<file path="src/rtl/hwpc_pkg.sv">
// ----------------------------------------------------------------------------
// hwpc_pkg
// Shared widths, register indexes, reset values and pipeline constants of the
// hit window pair calibrator.
// ----------------------------------------------------------------------------
`default_nettype none

package hwpc_pkg;

  // Default number of stored hits on each side.
  localparam int HITS_PER_SIDE_DEF = 8;

  // Field widths.
  localparam int CHAN_W   = 8;
  localparam int TIME_W   = 32;
  localparam int ENERGY_W = 16;
  localparam int ENTRY_W  = TIME_W + ENERGY_W;
  localparam int RES_W    = 48;
  localparam int CFG_W    = 64;
  localparam int CFG_IDX_W = 3;

  // Calibration operand: signed, wide enough for a sum or difference of two times.
  localparam int OPND_W = TIME_W + 2;

  // Register indexes of the configuration port.
  localparam logic [CFG_IDX_W-1:0] REG_CHANNEL_SELECT = 3'd0;
  localparam logic [CFG_IDX_W-1:0] REG_PAIR_MODE      = 3'd1;
  localparam logic [CFG_IDX_W-1:0] REG_TIME_CUT       = 3'd2;
  localparam logic [CFG_IDX_W-1:0] REG_ENERGY_CUT     = 3'd3;
  localparam logic [CFG_IDX_W-1:0] REG_TIME_CAL       = 3'd4;
  localparam logic [CFG_IDX_W-1:0] REG_LEFT_AMP_CAL   = 3'd5;
  localparam logic [CFG_IDX_W-1:0] REG_RIGHT_AMP_CAL  = 3'd6;

  // Register reset values.
  localparam logic [15:0]      CHANNEL_SELECT_RST = 16'h0100;
  localparam logic             PAIR_MODE_RST      = 1'b1;
  localparam logic [63:0]      TIME_CUT_RST       = 64'hFFFF_FFFF_0000_0000;
  localparam logic [31:0]      ENERGY_CUT_RST     = 32'hFFFF_0000;
  localparam logic [CFG_W-1:0] CAL_RST            = 64'h0001_0000_0000_0000;

  // Number of register stages in the calibration unit.
  localparam int CAL_STAGES = 4;
  localparam int CALC_CNT_W = $clog2(CAL_STAGES + 1);

  // Saturation bounds of a result.
  localparam logic signed [RES_W-1:0] SAT_MAX = 48'sh7FFF_FFFF_FFFF;
  localparam logic signed [RES_W-1:0] SAT_MIN = 48'sh8000_0000_0000;

endpackage

`default_nettype wire

</file>
<file path="src/rtl/hwpc_hit_mem.sv">
// ----------------------------------------------------------------------------
// hwpc_hit_mem
// Hit buffer memory: one write port and one read port with registered data.
// ----------------------------------------------------------------------------
`default_nettype none

module hwpc_hit_mem #(
  parameter int DEPTH = hwpc_pkg::HITS_PER_SIDE_DEF,
  localparam int AW = (DEPTH > 1) ? $clog2(DEPTH) : 1
) (
  input  wire logic                        clk,
  input  wire logic                        wr_en,
  input  wire logic [AW-1:0]               wr_addr,
  input  wire logic [hwpc_pkg::ENTRY_W-1:0] wr_data,
  input  wire logic [AW-1:0]               rd_addr,
  output logic      [hwpc_pkg::ENTRY_W-1:0] rd_data
);
  import hwpc_pkg::*;

  logic [ENTRY_W-1:0] mem [DEPTH];

  // Write port.
  always_ff @(posedge clk) begin
    if (wr_en) begin
      mem[wr_addr] <= wr_data;
    end
  end

  // Read port, registered.
  always_ff @(posedge clk) begin
    rd_data <= mem[rd_addr];
  end

endmodule

`default_nettype wire

</file>
<file path="config.mk">
export PLATFORM = sky130hd
export DESIGN_NAME = hwpc_hit_mem
export DESIGN_NICKNAME = d
export VERILOG_FILES = /design/src/rtl/hwpc_pkg.sv /design/src/rtl/hwpc_hit_mem.sv
export SDC_FILE = /design/constraint.sdc
export NUM_CORES = 1
export LEC_CHECK = 0
export BUFFER_PORTS_ARGS = -buffer_cell sky130_fd_sc_hd__buf_4
export CORE_MARGIN = 2
export CORE_UTILIZATION = 40
export CTS_BUF_LIST = sky130_fd_sc_hd__clkbuf_8
export DETAILED_ROUTE_END_ITERATION = 10
export GPL_TIMING_DRIVEN = 0
export MAX_ROUTING_LAYER = met4
export PLACE_DENSITY = 0.6
export SKIP_LAST_GASP = 1
export SYNTH_ARGS = -nofsm -noshare
export SYNTH_HDL_FRONTEND = slang
export SYNTH_SLANG_ARGS = --single-unit
export TNS_END_PERCENT = 20
</file>
<file path="constraint.sdc">
create_clock -name clk -period 4.7 [get_ports clk]
set_clock_uncertainty 0.05 [all_clocks]
set_input_delay 0.47 -clock clk [delete_from_list [all_inputs] [get_ports clk]]
set_output_delay 0.47 -clock clk [all_outputs]
set_load 0.02 [all_outputs]
</file>
# After elaboration in Yosys (flattened, before gate mapping)
# Memories as Yosys holds them, arrays and structs flattened. A register that Yosys moved wholly into a read port is not among the register bits.
# Cells that the tools add are included.
# W data, S select, Z words.
classes:
  mux: 2
op_table:
  columns: ["operator", "n"]
  rows:
  - ["$mux W1", 2]
word_totals:
  n_memories: 1
  regBits: 0
  output_inout_bits: 48
  inputBits: 56
  ram_bits: 384
  elab_cells: 3
memory_table:
  columns: ["memory", "depth", "word_bits", "rd", "rd_clocked_by_memory_dff", "write_ports", "line", "text"]
  rows:
  - ["mem", 8, 48, 1, 1, 1, "hwpc_hit_mem.sv:20", "logic [ENTRY_W-1:0] mem [DEPTH];"]

# Longest topological paths before layout
depth:
  word_depth: 2
  mapped_depth: 5
  depth_no_buf: 2

# Worst setup path after synthesis
# No wires, ideal clock.
synth_path:
  kind: "input -> register"
  startpoint: "input port wr_addr[2]"
  endpoint: "memory mem[0][0] (netlist bit), enable pin"
  setup_time_ns: 0.513
  required_time_ns: 4.137
  slack_ns: 0.209
  cell_stages: 2
  n_path_buf: 0
  arrival_time_ns: 3.928
  path_cell_list: "nand2b_1 -> nor3_1"
synth_lines:
  columns: ["item", "line", "text"]
  rows:
  - ["start, declared", "hwpc_hit_mem.sv:13", "input wire logic [AW-1:0] wr_addr,"]
  - ["end, declared", "hwpc_hit_mem.sv:20", null]
# No word-level cell before the write port.

# Worst setup path in the final report
layout_path:
  startpoint: "input port wr_addr[2]"
  endpoint: "memory mem[0][24] (netlist bit), enable pin"
# No word-level cell before the write port.

==> results.md <==
* Outcome: finished clean
* Vias in the first global route at 7568
* Internal at 6320 µW
* Post-synth cell types at 14
* 1st-pass router iterations at 5
* Synth top area share at 0.738
* TNS Setup at 0 ns
* CTS resizes at 0
* Via density at between 5 and 6
* Final wirelength at 32.8 mm
* HPWL after detailed placement at 20.1 mm
* WHS at about 0.074 ns
* I/O Buffers at 100
* Most frequent cells in the layout: 384 x edfxtp_1, 101 x buf_4, 93 x mux4_2
* Hold Fails Final Rpt at 0
* Worst slack, placed at approximately 2.2 ns
* Top-level I/O count at 104
* Worst Setup Path Type: in -> reg
* Yosys warning count at 0
* Final Util at 0.491
* Post-CTS setup buffers at 0
* Core ar. at 38600 µm²
* Type of origin of the critical path: input pin
* Cell row count at 72
* Rel. slew slack at 0.307
* CP top delay family: simple AND/OR/NAND/NOR gates
* First-pass GRT wire length at 48.1 mm
* Layout Nets at 871
* Most common cell after layout, fill and taps aside: edfxtp_1
* CP peak stage delay at around 0.73 ns
* Psw at 1760 µW
* Logic pwr share at 0.069
* Cell Pwr Density at 427 nW/µm²
* Worst path buffer plus inverter count at 4
* RD Place Congestion at approximately 0.67
* VDD IR max at 0.000189 V
* Max frequency at about 0.51 GHz
* Antenna violations before repair at 3
* Cell Area, Synth at around 16000 µm²
* Slew Viols, Final at 0
* CTS tree: done
* Largest net degree at the start of global routing at 23
* Clk buf depth at 3
* Worst hold path class: in -> reg
* Synth area leaders: edfxtp_1 74%, mux4_2 13%, dfxtp_1 6.2%
* GRT overflow at 0
* Highest metal used: met4
* Area Overhead vs Synth at 21.2%
* CP Max Fanout at 8
* DIE AREA at 40600 µm²
* Clock sinks at 432
* Final Setup Violations at 0
* Antenna-violating nets left at 0
* Sequential fraction of the synthesis area at 0.800
* Fraction of layout cells with a size suffix above 1 at 0.444
* Total CTS buffers at just over 70
* CTS Hold Buffers Added at 0
* Routed met2 length at 16.2 mm
* Synth area leader: edfxtp_1
* Syn_nets at approximately 670
* WL met3 at roughly 2.2 mm
* Switching share of total power at 0.218
* Crit end category: register
* DR iter-0 viols at around 620
* Leak at 0.00653 µW
* Die span in y at 202 µm
* Root buffer cell: clkbuf_8
* Starting density of the core at 0.405
* RSZ-0062 raised after global routing: no
* Clk slew on worst S/H paths at around 0.06 ns
* Sequential Power Share at 0.543
* Tcrit/Tclk final at 0.418
* Wl on met1 at around 14 mm
* Chip width at 202 µm
* Max-cap check violation count at 0
* Final worst slack at 2.74 ns
* Via count at 6995
* Routed len/inst at roughly 24 µm
* Residual DRC at 0
* Yosys reg bits at around 430
* Worst EP required at 4.93 ns
* FF-to-FF setup slack at 3.37 ns
* Crit path cell chain: buf_4 > nand2b_1 > nor3_2 > buf_6 > buf_8 > buf_6
* CP arrival at 2.19 ns
* Fin crit period at 1.96 ns
* GRT Total Usage at 0.169
* Clk pwr share at 0.388
* Slowest-stage cell, CP: nor3_2
* Syn avg cell area at 25.4 µm²
* Clock Latency Late Sink at around 0.57 ns
* Critical path's most frequent cell: buf_6
* Fillers at 3134
* Syn Inst Count at 616
* H-tree Lvls at 3
* Worst slew pin tran at 1.04 ns
## synth_stat cells, drive strengths merged
cell type  number
edfxtp        384
mux4           96
dfxtp          48
mux2           48
buf            18
clkbuf          9
nor2            6
nand2b          3
nand2           2
nor3            2
## through the flow
step	instances	instance area, µm²	total power [µW]
final	1391	18900	8070
after global placement	1234	17000	4990
after detailed placement	1260	17500	5030
after floorplan	616	15600	4770
after global routing	1391	18900	8380
after CTS	1389	18900	8190
## final timing paths
path | from | cells past startpoint | end
setup reg to reg | mem[5][46]$_DFFE_PP_ | 2 | rd_data[46]$_DFF_P_
hold / removal | wr_data[21] | 1 | mem[7][21]$_DFFE_PP_
hold reg to reg | mem[6][47]$_DFFE_PP_ | 2 | rd_data[47]$_DFF_P_
setup / recovery | wr_addr[2] | 6 | mem[0][24]$_DFFE_PP_
## power groups by stage
| stage | registers (µW) | logic (µW) | clock network, µW |
|---|---|---|---|
| detailed placement | 4460 | 566 | 0 |
| global route | 4390 | 593 | 3400 |
| global placement | 4470 | 526 | 0 |
| finish | 4380 | 556 | 3140 |
| floorplan | 4510 | 257 | 0 |
| CTS | 4380 | 568 | 3240 |
## cell type report
| type | instances | area, µm² | share of cell area |
|---|---|---|---|
| Antenna cell | 2 | 5.00 | 0.000264 |
| Clock buffer | 81 | 1110 | 0.0589 |
| Sequential cell | 432 | 12500 | 0.660 |
| Buffer | 27 | 205 | 0.0108 |
| Timing Repair Buffer | 126 | 1210 | 0.0641 |
| Multi-Input combinational cell | 157 | 2980 | 0.157 |
| Clock inverter | 48 | 269 | 0.0142 |
| Tap cell | 518 | 648 | 0.0342 |
## worst reg2reg max path, delay by kind of cell (launching register included)
kind | cells | cell delay (ns)
flip-flops | 1 | 0.37
multiplexers | 2 | 0.79
## registers in the layout (all words and copies together) (netlist names)
name / count
rd_data: 48
mem: 384
## cells by family after synthesis
| logic type | count (synthesis) | synth area share |
|---|---|---|
| mux | 144 | 0.183 |
| buf+inv | 27 | 0.0131 |
| simple gates | 13 | 0.00377 |
| flops | 432 | 0.800 |
## per-layer routing
metal / global-route usage / vias to the layer above
li1: - / 3021
met1: 0.217 / 3690
met2: 0.271 / 227
met3: 0.0429 / 57
met4: 0.0433 / 0
met5: - / -
Power figures use the tool's default switching activity.
